`config.mk`:
```
export PLATFORM = sky130hd
export DESIGN_NAME = priority_tick_task_scheduler
export DESIGN_NICKNAME = d
export VERILOG_FILES = /design/src/hdl/ptts_pkg.sv /design/src/hdl/ptts_task.sv /design/src/hdl/priority_tick_task_scheduler.sv
export SDC_FILE = /design/constraint.sdc
export NUM_CORES = 1
export LEC_CHECK = 0
export ABC_AREA = 0
export BUFFER_PORTS_ARGS = -buffer_cell sky130_fd_sc_hd__buf_4
export CORE_MARGIN = 2
export CORE_UTILIZATION = 55
export CTS_BUF_LIST = sky130_fd_sc_hd__clkbuf_8
export CTS_CLUSTER_DIAMETER = 60
export DETAILED_ROUTE_END_ITERATION = 6
export PLACE_DENSITY = 0.77
export SLEW_MARGIN = 10
export SYNTH_ARGS = -nofsm -noshare
export SYNTH_HDL_FRONTEND = slang
export SYNTH_SLANG_ARGS = --single-unit
export TNS_END_PERCENT = 30
```
`constraint.sdc`:
```
create_clock -name clk -period 2.75 [get_ports clk]
set_clock_uncertainty 0.15 [all_clocks]
set_input_delay 0.1375 -clock clk [delete_from_list [all_inputs] [get_ports clk]]
set_output_delay 0.1375 -clock clk [all_outputs]
set_load 0.05 [all_outputs]
```
`src/hdl/ptts_pkg.sv`:
```
// Shared constants, codes and types of the priority tick task scheduler.
`default_nettype none
package ptts_pkg;

    // Width of the run, step and wait counters.
    localparam int COUNT_BITS = 8;
    // Width of the free-running tick time.
    localparam int TIME_BITS  = 16;

    // Fixed field widths of the ports.
    localparam int CFG_BITS   = 8;
    localparam int IDX_BITS   = 3;
    localparam int OUT_TIME_W = 16;
    localparam int NUM_W      = 8;

    // Configuration register indexes.
    localparam logic [IDX_BITS-1:0] REG_TASK0_RUNS     = 3'd0;
    localparam logic [IDX_BITS-1:0] REG_TASK0_RUN_LEN  = 3'd1;
    localparam logic [IDX_BITS-1:0] REG_TASK0_WAIT_LEN = 3'd2;
    localparam logic [IDX_BITS-1:0] REG_TASK1_RUNS     = 3'd3;
    localparam logic [IDX_BITS-1:0] REG_TASK1_RUN_LEN  = 3'd4;
    localparam logic [IDX_BITS-1:0] REG_TASK1_WAIT_LEN = 3'd5;

    // Configuration reset values.
    localparam logic [CFG_BITS-1:0] RST_TASK0_RUNS     = 8'd2;
    localparam logic [CFG_BITS-1:0] RST_TASK0_RUN_LEN  = 8'd8;
    localparam logic [CFG_BITS-1:0] RST_TASK0_WAIT_LEN = 8'd3;
    localparam logic [CFG_BITS-1:0] RST_TASK1_RUNS     = 8'd4;
    localparam logic [CFG_BITS-1:0] RST_TASK1_RUN_LEN  = 8'd2;
    localparam logic [CFG_BITS-1:0] RST_TASK1_WAIT_LEN = 8'd4;

    // Action reported for the served task.
    typedef enum logic [1:0] {
        ACT_RUN  = 2'd0,
        ACT_WAIT = 2'd1,
        ACT_STAY = 2'd2,
        ACT_DONE = 2'd3
    } act_t;

    // Per-task configuration.
    typedef struct packed {
        logic [CFG_BITS-1:0] runs;
        logic [CFG_BITS-1:0] run_len;
        logic [CFG_BITS-1:0] wait_len;
    } task_cfg_t;

    // Per-task status for the current tick.
    typedef struct packed {
        logic             runnable;
        logic             woke;
        act_t             act;
        logic [NUM_W-1:0] run_num;
        logic [NUM_W-1:0] step_num;
    } task_stat_t;

endpackage
`default_nettype wire

```
`src/hdl/ptts_task.sv`:
```
// State and step logic of one scheduled task.
`default_nettype none
module ptts_task (
    input  wire                     clk,
    input  wire                     rst_n,
    input  wire                     step_en,
    input  wire                     serve,
    input  ptts_pkg::task_cfg_t     cfg,
    output ptts_pkg::task_stat_t    stat
);
    import ptts_pkg::*;

    typedef enum logic [1:0] {
        MODE_RUNNABLE = 2'd0,
        MODE_WAITING  = 2'd1,
        MODE_DONE     = 2'd2
    } mode_t;

    mode_t                 mode_reg, mode_next;
    logic [COUNT_BITS-1:0] run_index_reg, run_index_next;
    logic [COUNT_BITS-1:0] step_index_reg, step_index_next;
    logic [COUNT_BITS-1:0] wait_left_reg, wait_left_next;

    logic [COUNT_BITS-1:0] wait_dec;
    logic [COUNT_BITS-1:0] runs;
    logic [COUNT_BITS-1:0] run_len;
    logic [COUNT_BITS-1:0] wait_len;
    logic                  woke;
    act_t                  act;

    assign runs     = COUNT_BITS'(cfg.runs);
    assign run_len  = COUNT_BITS'(cfg.run_len);
    assign wait_len = COUNT_BITS'(cfg.wait_len);
    assign wait_dec = wait_left_reg - COUNT_BITS'(1);
    assign woke     = (mode_reg == MODE_WAITING) && (wait_dec == '0);

    // The step this task would take if it were served this tick.
    always_comb
    begin
        if (run_index_reg >= runs)
        begin
            act = ACT_DONE;
        end
        else if (step_index_reg < run_len)
        begin
            act = ACT_RUN;
        end
        else if (wait_len != '0)
        begin
            act = ACT_WAIT;
        end
        else
        begin
            act = ACT_STAY;
        end
    end

    always_comb
    begin
        stat.runnable = (mode_reg == MODE_RUNNABLE) || woke;
        stat.woke     = woke;
        stat.act      = act;
        stat.run_num  = NUM_W'(run_index_reg);
        stat.step_num = (act == ACT_RUN) ? NUM_W'(step_index_reg) : '0;
    end

    always_comb
    begin
        mode_next       = mode_reg;
        run_index_next  = run_index_reg;
        step_index_next = step_index_reg;
        wait_left_next  = wait_left_reg;
        if (step_en)
        begin
            if (mode_reg == MODE_WAITING)
            begin
                wait_left_next = wait_dec;
                if (woke)
                begin
                    mode_next = MODE_RUNNABLE;
                end
            end
            if (serve)
            begin
                case (act)
                    ACT_DONE:
                    begin
                        mode_next = MODE_DONE;
                    end
                    ACT_RUN:
                    begin
                        step_index_next = step_index_reg + COUNT_BITS'(1);
                    end
                    ACT_WAIT:
                    begin
                        run_index_next  = run_index_reg + COUNT_BITS'(1);
                        step_index_next = '0;
                        wait_left_next  = wait_len;
                        mode_next       = MODE_WAITING;
                    end
                    ACT_STAY:
                    begin
                        run_index_next  = run_index_reg + COUNT_BITS'(1);
                        step_index_next = '0;
                    end
                    default:
                    begin
                        mode_next = mode_reg;
                    end
                endcase
            end
        end
    end

    always_ff @(posedge clk or negedge rst_n)
    begin
        if (!rst_n)
        begin
            mode_reg       <= MODE_RUNNABLE;
            run_index_reg  <= '0;
            step_index_reg <= '0;
            wait_left_reg  <= '0;
        end
        else
        begin
            mode_reg       <= mode_next;
            run_index_reg  <= run_index_next;
            step_index_reg <= step_index_next;
            wait_left_reg  <= wait_left_next;
        end
    end

endmodule
`default_nettype wire

```
`src/hdl/priority_tick_task_scheduler.sv`:
```
// Top level of the two-task fixed-priority tick scheduler.
`default_nettype none
//
//  Channel   Direction  Handshake                 Word contents
//  -------   ---------  ------------------------  ----------------------------------
//  input     in         in_valid / in_ready       tick
//  output    out        out_valid / out_ready     tick_time, served, task_res, action,
//                                                 run_number, step_number, woken_mask
//  config    in         cfg_wr_en (no handshake)  cfg_index, cfg_data
//
// Every input word is held in the input register and is then stepped into the
// result register, from which its result is offered on the output channel;
// one word is accepted per cycle when the output side keeps up.
// The step of both tasks is evaluated in parallel from the input register in a
// single pass.
// Reset clears the tick time, all task state and loads the default configuration.
// When a result is stalled an empty input register still takes one more word; after
// that in_ready drops until the result is taken.
module priority_tick_task_scheduler (
    input  wire                              clk,
    input  wire                              rst_n,

    input  wire                              in_valid,
    output logic                             in_ready,
    input  wire                              tick,

    output logic                             out_valid,
    input  wire                              out_ready,
    output logic [ptts_pkg::OUT_TIME_W-1:0]  tick_time,
    output logic                             served,
    output logic                             task_res,
    output logic [1:0]                       action,
    output logic [ptts_pkg::NUM_W-1:0]       run_number,
    output logic [ptts_pkg::NUM_W-1:0]       step_number,
    output logic [1:0]                       woken_mask,

    input  wire                              cfg_wr_en,
    input  wire  [ptts_pkg::IDX_BITS-1:0]    cfg_index,
    input  wire  [ptts_pkg::CFG_BITS-1:0]    cfg_data
);
    import ptts_pkg::*;

    // Configuration registers, one set per task.
    task_cfg_t cfg0_reg;
    task_cfg_t cfg1_reg;

    always_ff @(posedge clk or negedge rst_n)
    begin
        if (!rst_n)
        begin
            cfg0_reg.runs     <= RST_TASK0_RUNS;
            cfg0_reg.run_len  <= RST_TASK0_RUN_LEN;
            cfg0_reg.wait_len <= RST_TASK0_WAIT_LEN;
            cfg1_reg.runs     <= RST_TASK1_RUNS;
            cfg1_reg.run_len  <= RST_TASK1_RUN_LEN;
            cfg1_reg.wait_len <= RST_TASK1_WAIT_LEN;
        end
        else if (cfg_wr_en)
        begin
            case (cfg_index)
                REG_TASK0_RUNS:     cfg0_reg.runs     <= cfg_data;
                REG_TASK0_RUN_LEN:  cfg0_reg.run_len  <= cfg_data;
                REG_TASK0_WAIT_LEN: cfg0_reg.wait_len <= cfg_data;
                REG_TASK1_RUNS:     cfg1_reg.runs     <= cfg_data;
                REG_TASK1_RUN_LEN:  cfg1_reg.run_len  <= cfg_data;
                REG_TASK1_WAIT_LEN: cfg1_reg.wait_len <= cfg_data;
                default:            cfg0_reg          <= cfg0_reg;
            endcase
        end
    end

    // Pipeline control. The input register moves into the result register
    // whenever the result register is empty or being drained this cycle.
    logic s1_valid_reg;
    logic s1_tick_reg;
    logic out_valid_reg;
    logic advance;
    logic process;
    logic step_en;

    assign advance  = !out_valid_reg || out_ready;
    assign process  = s1_valid_reg && advance;
    assign in_ready = !s1_valid_reg || advance;
    assign step_en  = process && s1_tick_reg;

    always_ff @(posedge clk or negedge rst_n)
    begin
        if (!rst_n)
        begin
            s1_valid_reg  <= 1'b0;
            out_valid_reg <= 1'b0;
        end
        else
        begin
            if (in_ready)
            begin
                s1_valid_reg <= in_valid;
            end
            if (advance)
            begin
                out_valid_reg <= s1_valid_reg;
            end
        end
    end

    always_ff @(posedge clk)
    begin
        if (in_valid && in_ready)
        begin
            s1_tick_reg <= tick;
        end
    end

    // Tick time advances once per real tick; idle words leave it alone.
    logic [TIME_BITS-1:0] time_reg;

    always_ff @(posedge clk or negedge rst_n)
    begin
        if (!rst_n)
        begin
            time_reg <= '0;
        end
        else if (step_en)
        begin
            time_reg <= time_reg + TIME_BITS'(1);
        end
    end

    // Both tasks evaluate their wake and step in parallel; task 0 wins.
    task_stat_t stat0;
    task_stat_t stat1;
    logic       serve0;
    logic       serve1;

    assign serve0 = stat0.runnable;
    assign serve1 = !stat0.runnable && stat1.runnable;

    ptts_task u_task0 (
        .clk     (clk),
        .rst_n   (rst_n),
        .step_en (step_en),
        .serve   (serve0),
        .cfg     (cfg0_reg),
        .stat    (stat0)
    );

    ptts_task u_task1 (
        .clk     (clk),
        .rst_n   (rst_n),
        .step_en (step_en),
        .serve   (serve1),
        .cfg     (cfg1_reg),
        .stat    (stat1)
    );

    // Result word assembly. An idle word reports the time and zeros elsewhere.
    logic             served_c;
    logic             task_c;
    logic [1:0]       action_c;
    logic [NUM_W-1:0] run_c;
    logic [NUM_W-1:0] step_c;
    logic [1:0]       woken_c;

    always_comb
    begin
        served_c = 1'b0;
        task_c   = 1'b0;
        action_c = ACT_RUN;
        run_c    = '0;
        step_c   = '0;
        woken_c  = '0;
        if (s1_tick_reg)
        begin
            woken_c = {stat1.woke, stat0.woke};
            if (serve0)
            begin
                served_c = 1'b1;
                action_c = stat0.act;
                run_c    = stat0.run_num;
                step_c   = stat0.step_num;
            end
            else if (serve1)
            begin
                served_c = 1'b1;
                task_c   = 1'b1;
                action_c = stat1.act;
                run_c    = stat1.run_num;
                step_c   = stat1.step_num;
            end
        end
    end

    logic [OUT_TIME_W-1:0] tick_time_reg;
    logic                  served_reg;
    logic                  task_res_reg;
    logic [1:0]            action_reg;
    logic [NUM_W-1:0]      run_number_reg;
    logic [NUM_W-1:0]      step_number_reg;
    logic [1:0]            woken_mask_reg;

    always_ff @(posedge clk)
    begin
        if (process)
        begin
            tick_time_reg   <= OUT_TIME_W'(time_reg);
            served_reg      <= served_c;
            task_res_reg    <= task_c;
            action_reg      <= action_c;
            run_number_reg  <= run_c;
            step_number_reg <= step_c;
            woken_mask_reg  <= woken_c;
        end
    end

    assign out_valid   = out_valid_reg;
    assign tick_time   = tick_time_reg;
    assign served      = served_reg;
    assign task_res    = task_res_reg;
    assign action      = action_reg;
    assign run_number  = run_number_reg;
    assign step_number = step_number_reg;
    assign woken_mask  = woken_mask_reg;

endmodule
`default_nettype wire

```
Yosys cells after proc, flatten, opt, wreduce, memory -nomap -nowiden
Index checks and enable logic that the tools add are counted.
- bits in writable memories: 0
- bits in latches: 0
- register bits after elaboration: 157
- bits in read-only memories: 0
- input bits: 17
- output and inout port bits: 40
- memories: 0
- multiply operators: 0
- add/subtract/negate cells: 7
- magnitude comparators: 4
- bitwise operators: 1
- muxes and demuxes: 32
- shift-type cells: 0
- equality and inequality tests: 13
- reduce and logical (&&, ||, !) cells: 37
- divide/modulo/power cells: 0
- operators by type and width (cell ; count):
    $mux 8 ; 12
    $add 8x1->8 const B ; 4
    $pmux 8 s2 ; 2
    $mux 2 ; 14
    $add 16x1->16 const B ; 1
    $ge 8x8->1 ; 2
    $logic_not 8->1 ; 2
    $lt 8x8->1 ; 2
    $reduce_bool 8->1 ; 2
    $sub 8x1->8 const B ; 2
    $reduce_and 2->1 ; 6
    $reduce_and 3->1 ; 4
    $eq 2x1->1 const B ; 4
    $eq 2x2->1 const B ; 4
    $logic_not 2->1 ; 4
    $pmux 2 s2 ; 2
    $eq 3x2->1 const B ; 2
    $eq 3x3->1 const B ; 2
    $logic_and 1x1->1 ; 6
    $reduce_or 2->1 ; 3
    $logic_or 1x1->1 ; 4
    $reduce_bool 2->1 ; 2
    $eq 3x1->1 const B ; 1
    $logic_not 1->1 ; 3
    3 further kinds ; 4

Longest topological paths before layout
Gate-level depths: netlist of run 1.
- word-level depth: 8
- depth in mapped cells: 14

Hierarchy
From an unflattened synthesis of run 1, not the netlist that was laid out.
- cell total of the unflattened synthesis: 684
- area total of the unflattened synthesis: 8060.2 µm²
- by module, submodules not included (module ; times used ; area an instance (µm²) ; cells each ; sequential area each (µm²)):
    priority_tick_task_scheduler ; 1 ; 4081.4 ; 238 ; 2831.5
    ptts_task ; 2 ; 1989.4 ; 223 ; 650.6

Worst setup path before layout of run 1
OpenSTA, ideal clock, no wires.
- path kind: flip-flop to flip-flop
- start point: register u_task0.run_index_reg[5]
- end point: register u_task0.wait_left_reg[6]
- setup slack: -0.230 ns
- buffers on the path: 2
- setup time: 0.121 ns
- data required time: 2.479 ns
- data arrival time: 2.709 ns
- cell stages (with the launch flop): 11
- path through: dfrtp_1 ha_1 a2111o_1 o31a_1 clkbuf_1 nor2_1 ha_1 clkbuf_1 nand2_1 a2bb2oi_1 o22a_1
- cells in the longest elaborated chain, start to end: 5
- ends and longest elaborated chain (element ; line ; text):
    start, declared ; ptts_task.sv:20 ; logic [COUNT_BITS-1:0] run_index_reg, run_index_next;
    start signal, assigned ; ptts_task.sv:127 ; run_index_reg <= run_index_next;
    $ge 8x8->1 ; ptts_task.sv:40 ; if (run_index_reg >= runs)
    $mux 2 ; ptts_task.sv:40 ;
    $eq 2x1->1 ; ptts_task.sv:85 ; case (act)
    $mux 8 ; ptts_task.sv:85 ;
    $mux 8 ; ptts_task.sv:83 ; if (serve)
    end signal, assigned ; ptts_task.sv:129 ; wait_left_reg <= wait_left_next;
    end, declared ; ptts_task.sv:22 ; logic [COUNT_BITS-1:0] wait_left_reg, wait_left_next;
No other way between the ends.
A chain may end at the register's enable or synchronous reset.

Final worst setup path of run 1
- start point: register, netlist name cfg0_reg[21]
- end point: register u_task0.run_index_reg[5]
- cells in the longest elaborated chain, start to end: 5
- elaborated cells between the ends (all ways): 6
- classes of those cells: order compare: 1; eq/ne: 2; mux: 1; reduce/logical: 2
- ends and longest elaborated chain (element ; line):
    $ge 8x8->1 * ; ptts_task.sv:40
    $mux 2 * ; ptts_task.sv:40
    $eq 2x2->1 or $eq 2x1->1 (tied branches) ; ptts_task.sv:85
    $reduce_or 2->1 (no source line) * ; n/a
    $reduce_and 3->1 (no source line) * ; n/a
Every way passes the cells marked *; elsewhere a longest branch is shown, timed or not.

==> flow_summary.json, run 1 <==
{
  "status": "complete, but fails checks",
  "violations": "negative setup slack",
  "ant_nets": 0,
  "antenna_found_initial": 0,
  "worstPathRequired_ns": 2.95,
  "portBuffers": 56,
  "ff2ff_setup_slack_ns": -0.13,
  "max_stage_delay_ns": 0.45,
  "place_area_um2": 8910,
  "cts_buffer_depth": 2,
  "postSynthAreaPerCell_um2": 11.0,
  "path_class": "reg2reg",
  "numCtsBuffers": 17,
  "hold_viol": 0,
  "drt_first_pass_iters": 5,
  "diodes": 0,
  "synthCells": 715,
  "fin_crit_sh_pct": 105,
  "p_seq_share_pct": 45.9,
  "r2r_end": "u_task0.run_index_reg[5]",
  "power_frac_comb_pct": 26.6,
  "synth_top_area_cell": "dfrtp_1",
  "final_cell_area_um2": 9880,
  "ys_warn_count": 0,
  "cts_tree": "built",
  "fp.dieW_um": 123,
  "min_period_ns": 2.88,
  "switching_share_pct": 31.9,
  "track_usage_pct": 27.3,
  "grt_max_degree": 62,
  "die_h_um": 123,
  "r2r_start": "cfg0_reg[21]",
  "nets": 918,
  "rows": 43,
  "cts.sinks": 157,
  "ys_ff_latch": 157,
  "path_clk_slew_ns": 0.08,
  "power_leakage_nw": 4.41,
  "drtIter0Drc": 647,
  "via_count": 6267,
  "cp-start-kind": "register",
  "hp-start": "cfg_wr_en",
  "cts-root-buf": "clkbuf_8",
  "grt_pass1_vias": 6401,
  "cp.depth": 9,
  "dp_cells": 995,
  "crit_end": "u_task0.run_index_reg[5]",
  "drive_above_1_share_pct": 28.4,
  "io_pins": 57,
  "critical_path_arrival_ns": 3.08,
  "grt_pass1_wl_um": 31600,
  "fill_cells": 959,
  "syn_nets": 775,
  "syn_to_final_growth_pct": 26.0,
  "p_int_mw": 4.57,
  "crit_chain": "inv_2 > ha_4 > a2111o_1 > o31a_1 > nor2_2 > ha_4 > nand3_4 > or3_4 > xnor2_2",
  "irDropWorstVdd_mv": 0.362,
  "worst_pin_slew_ns": 0.884,
  "grt_overflow": 0,
  "wl_per_cell_um": 19.0,
  "die_area_um2": 15200,
  "rsz0062_at_grt": "yes",
  "cp-end-kind": "register",
  "setup_ws_ns": -0.133,
  "max_freq_mhz": 347,
  "path_delay_family": "compound AO/OA/AOI/OAI gates",
  "gp_congestion": 0.947,
  "synth.area.top_cells": "dfrtp_1 35%, edfxtp_1 15%, ha_1 6.9%",
  "power.total_mw": 6.71,
  "clockPowerShare_pct": 27.5,
  "dp_hpwl_um": 13400,
  "cp_max_fo": 3,
  "drv_cap": 0,
  "maxSlewViolCount": 0,
  "yosys_most_used_dff": "dfrtp_1",
  "synth_cell_type_count": 67,
  "netlist_area_um2": 7840,
  "async_flop_share_pct": 75.2,
  "core_area_um2": 13900,
  "final_cells": 1051,
  "synth_top_area_share_pct": 35.4,
  "synth_edf_count": 39,
  "drt-total-wl_um": 20000,
  "cpMostUsedCell": "ha_4",
  "cp-startpoint": "cfg0_reg[21]",
  "power_density_nw_per_um2": 679,
  "r2r.worst_path.cells": 9,
  "drc_errors": 0,
  "finalSetupViolCount": 14,
  "start_util_pct": 56.5,
  "maxSlewHeadroom_pct": 40.8,
  "ctsHtreeMaxLevel": 4,
  "hold_class": "in2reg",
  "path_buf_inv": 1,
  "via_per_inst": 5.96,
  "clk_latency_ns": 0.47,
  "synth-seq-area-share_pct": 52.7,
  "netSwitchingPower_mw": 2.14,
  "critPathSlowestCell": "a2111o_1"
}
synthesized netlist by cell type, drive strengths merged (3+ instances only):
cell and number:
o41ai 3, dfstp 7, o31ai 3, a31oi 3, nor3b 3, xnor2 28
nor4b 4, nand2b 13, nor2 40, nand3 22, or2b 3, nand2 64
nand3b 5, o22ai 9, dfrtp 111, a21o 3, nand4 14, a32o 8
nor4 10, mux2 28, o21a 8, inv 45, o21ai 48, clkbuf 10
and3 12, edfxtp 39, nor2b 3, and2 5, xor2 15, a2bb2oi 3
a211oi 6, ha 43, o21bai 4, or3 3, a21oi 25, nor4bb 3
nor3 19, buf 14, a22o 8
routing by layer:
metal | GRT usage, % | part of all wire (%)
met5 | 0 | 0
met1 | 33.9 | 41
met3 | 5.07 | 5.1
met2 | 45.9 | 51
met4 | 13.1 | 3.5
kinds of logic (layout without fill, tap and decap cells):
family                   count (synthesis)  after routing  share of synthesized area [%]
AND/OR/NAND/NOR                        227            227                           15.2
buffers and inverters                   69            225                           3.81
XOR/XNOR                                43             43                           4.80
multiplexers                            30             30                           4.28
AO/OA/AOI/OAI                          146            146                           12.3
flip-flops                             157            157                           52.7
adder cells (fa/ha/maj)                 43             43                           6.86
layout make-up:
| type | instances | area [um^2] | area share [%] |
|---|---|---|---|
| Inverter | 45 | 169 | 1.71 |
| Timing Repair Buffer | 148 | 1190 | 12.1 |
| Sequential cell | 157 | 4130 | 41.8 |
| Clock inverter | 13 | 159 | 1.61 |
| Multi-Input combinational cell | 489 | 3740 | 37.9 |
| Tap cell | 180 | 225 | 2.28 |
| Clock buffer | 19 | 262 | 2.65 |
tightest hold or removal path, cell delays in order:
cell      delay, ns
buf_4          0.13
nor4bb_2       0.21
nand2_1        0.08
o21ai_0        0.08
power groups by stage:
stage	Clock, mW	Sequential (mW)	Combinational (mW)
after floorplan	0	3.22	0.894
after global routing	1.97	3.13	1.96
after CTS	1.85	3.07	1.71
final	1.84	3.08	1.79
after global placement	0	3.09	1.52
after detailed placement	0	3.11	1.60
how the worst min path moves through the flow:
stage	slack, ns	depth (start not counted)	to
CTS	0.04	4	cfg0_reg[15]
finish	0.06	4	cfg0_reg[15]
floorplan	-0.31	0	cfg0_reg[10]
global placement	-0.11	1	u_task1.run_index_reg[5]
detailed placement	-0.11	1	u_task1.run_index_reg[5]
global route	0.05	4	cfg0_reg[15]
through the flow:
stage / TNS [ns] / setup WS (ns) / hold WS [ns] / util (%)
floorplan: -0.292 / -0.0514 / -0.308 / -
global placement: -0.456 / -0.0438 / -0.107 / 64.2
detailed placement: -6.43 / -0.290 / -0.107 / 64.2
CTS: -0.311 / -0.0654 / 0.0398 / 70.0
global route: -3.79 / -0.269 / 0.0533 / 71.2
finish: -0.489 / -0.133 / 0.0592 / 71.2
timing repair:
item,4_1_cts,5_1_grt
hold buffers,20,0
gates resized for setup,31,31
endpoints found under the setup margin,56,56
pin swaps,8,11
buffers inserted,2,2
endpoints found under the hold margin,163,0
layout by cell type, fill, tap and decap left out, drive strengths merged, types with 4 or more instances in the layout:
master	count
a211oi	6
a21oi	25
a22o	8
a32o	8
and2	5
and3	12
buf	128
bufinv	4
clkbuf	19
dfrtp	111
dfstp	7
dlygate4sd3	20
edfxtp	39
ha	43
inv	51
mux2	28
nand2	64
nand2b	13
nand3	22
nand3b	5
nand4	14
nor2	40
nor3	19
nor4	10
nor4b	4
o21a	8
o21ai	48
o21bai	4
o22ai	9
xnor2	28
xor2	15
Power figures use the tool's default switching activity.
==> run 2, diff against run 1 <==
- CORE_ASPECT_RATIO: unset -> 0.9
==> run 2 against run 1 <==
The run still ends with negative setup slack left. Sequential cell count unchanged. Power up 0.84%. Count of clock-buffer cells in the layout unchanged. Global-route usage down 1.2 points. Die area about the same. Combinational power up 4%. Maximum frequency up 0.51%. Via count down 2.1%. Largest cell class unchanged.
==> flow_summary.json, run 2 (same netlist as run 1, synthesis figures left out) <==
{
  "drtIter0Drc": 528,
  "maxSlewHeadroom_pct": 46.0,
  "rsz0062_at_grt": "yes",
  "drt_first_pass_iters": 5,
  "hold_slack_ns": 0.0271,
  "p_seq_share_pct": 45.6,
  "hold_viol": 0,
  "min_period_ns": 2.87,
  "grt_pass1_vias": 5983,
  "clockPowerShare_pct": 26.7,
  "ctsHtreeMaxLevel": 4,
  "worstPathRequired_ns": 3.00,
  "multi_input_area_um2": 3820,
  "dp_hpwl_um": 13000,
  "wl_per_cell_um": 18.4,
  "irDropWorstVdd_mv": 0.355,
  "die_h_um": 117,
  "cp-start-kind": "register",
  "fp.dieW_um": 130,
  "final_util_pct": 71.1,
  "maxSlewViolCount": 0,
  "antenna_found_initial": 0,
  "finalSetupViolCount": 14,
  "cp-startpoint": "cfg1_reg[16]",
  "power_density_nw_per_um2": 683,
  "hold_class": "in2reg",
  "grt_pass1_wl_um": 30100,
  "final_cell_area_um2": 9920,
  "dp_cells": 1007,
  "syn_to_final_growth_pct": 26.5,
  "drc_errors": 0,
  "switching_share_pct": 34.1,
  "r2r_start": "cfg1_reg[16]",
  "start_util_pct": 56.2,
  "power_leakage_nw": 4.42,
  "setup_ws_ns": -0.118,
  "critical_path_arrival_ns": 3.12,
  "critPathSlowestCell": "dfrtp_1",
  "cts.sinks": 157,
  "die_area_um2": 15200,
  "drv_cap": 0,
  "io_pins": 57,
  "gp_congestion": 0.857,
  "cp_max_fo": 8,
  "seq_area_um2": 4130,
  "fill_cells": 955,
  "grt_max_degree": 58,
  "ant_nets": 0,
  "via_count": 6134,
  "clk_latency_ns": 0.48,
  "numCtsBuffers": 17,
  "cp-end-kind": "register",
  "cts_tree": "built",
  "crit_chain": "ha_1 > nand2b_4 > a211oi_2 > o21bai_1 > a211oi_2 > buf_4 > o21a_4 > ha_4 > inv_2 > a211oi_4 > o21a_4 > o22ai_2 > a21oi_2",
  "portBuffers": 56,
  "final_cells": 1060,
  "path_class": "reg2reg",
  "hp-start": "cfg_index[2]",
  "violations": "negative setup slack",
  "worst_pin_slew_ns": 0.810,
  "netSwitchingPower_mw": 2.31,
  "path_clk_slew_ns": 0.09,
  "final_common_cell": "buf_4",
  "diodes": 0,
  "core_area_um2": 14000,
  "status": "complete, but fails checks",
  "track_usage_pct": 26.1,
  "path_buf_inv": 2,
  "max_freq_mhz": 349,
  "drt-total-wl_um": 19500,
  "power_frac_comb_pct": 27.7,
  "path_delay_family": "compound AO/OA/AOI/OAI gates",
  "mostFrequentLayoutCells": "124 x buf_4, 111 x dfrtp_1, 60 x nand2_1, 42 x inv_1",
  "max_stage_delay_ns": 0.39,
  "cts_buffer_depth": 2,
  "grt_overflow": 0,
  "rows": 41,
  "place_area_um2": 8920,
  "cts-root-buf": "clkbuf_8",
  "fin_crit_sh_pct": 104,
  "drive_above_1_share_pct": 31.0,
  "nets": 914,
  "p_int_mw": 4.46,
  "via_per_inst": 5.79
}
run 2: cell count changes in the layout (fill, tap and decap cells not counted), sizes merged:
cell	delta
bufinv	-2
clkinv	+1
clkinvlp	+1
dlygate4sd3	-5
nand2	+1
run 2: final timing paths:
| kind | endpoint | slack, ns | cells after the start |
|---|---|---|---|
| setup / recovery | u_task1.wait_left_reg[3] | -0.12 | 13 |
| hold / removal | cfg0_reg[11] | 0.03 | 5 |
| setup reg to reg | u_task1.wait_left_reg[3] | -0.12 | 13 |
| hold reg to reg | time_reg[15] | 0.33 | 1 |
| max in group asynchronous | cfg1_reg[18] | 1.49 | 3 |
| min in group asynchronous | cfg1_reg[11] | 0.14 | 2 |
run 2: layout make-up:
cell class / count / area share, %
multi-input cells: 490 / 38.5
repair buffers: 143 / 11.5
well taps: 193 / 2.43
clock inverters: 13 / 1.51
inverters: 45 / 1.70
clock buffers: 19 / 2.64
flip-flops and latches: 157 / 41.7
run 2: worst min-delay path: stages:
cell and delay (ns):
buf_4 0.12, nor4bb_2 0.07, buf_4 0.17, nand2_1 0.07
o21ai_0 0.07
run 2: power by group through the flow:
stage	Clock, mW	Sequential [mW]	Combinational [mW]
2_1_floorplan	0	3.22	0.894
3_3_place_gp	0	3.08	1.52
3_5_place_dp	0	3.10	1.61
4_1_cts	1.82	3.06	1.69
5_1_grt	1.93	3.13	2.04
6_report	1.81	3.09	1.87
run 2: layer usage:
| metal | up-vias | wire, um | global-route usage [%] |
|---|---|---|---|
| met2 | 167 | 9730 | 43.4 |
| li1 | 2857 | - | - |
| met4 | 0 | 401 | 7.53 |
| met3 | 45 | 931 | 6.68 |
| met5 | - | 0 | 0 |
| met1 | 3065 | 8440 | 34.3 |
run 2: what timing repair did:
item | CTS | global route
pin swaps | 6 | 21
cloned | 1 | 0
setup buffers | 0 | 5
setup endpoints to repair | 46 | 66
endpoints found under the hold margin | 103 | 0
gates resized for setup | 21 | 66
hold buffers | 15 | 0
run 2: metrics by stage:
stage | power [mW] | setup WS [ns] | setup TNS [ns]
6_report | 6.77 | -0.118 | -1.03
5_1_grt | 7.09 | -0.237 | -4.65
4_1_cts | 6.58 | -0.174 | -1.85
3_5_place_dp | 4.71 | -0.399 | -5.96
3_3_place_gp | 4.61 | -0.0972 | -0.815
2_1_floorplan | 4.12 | -0.0514 | -0.292
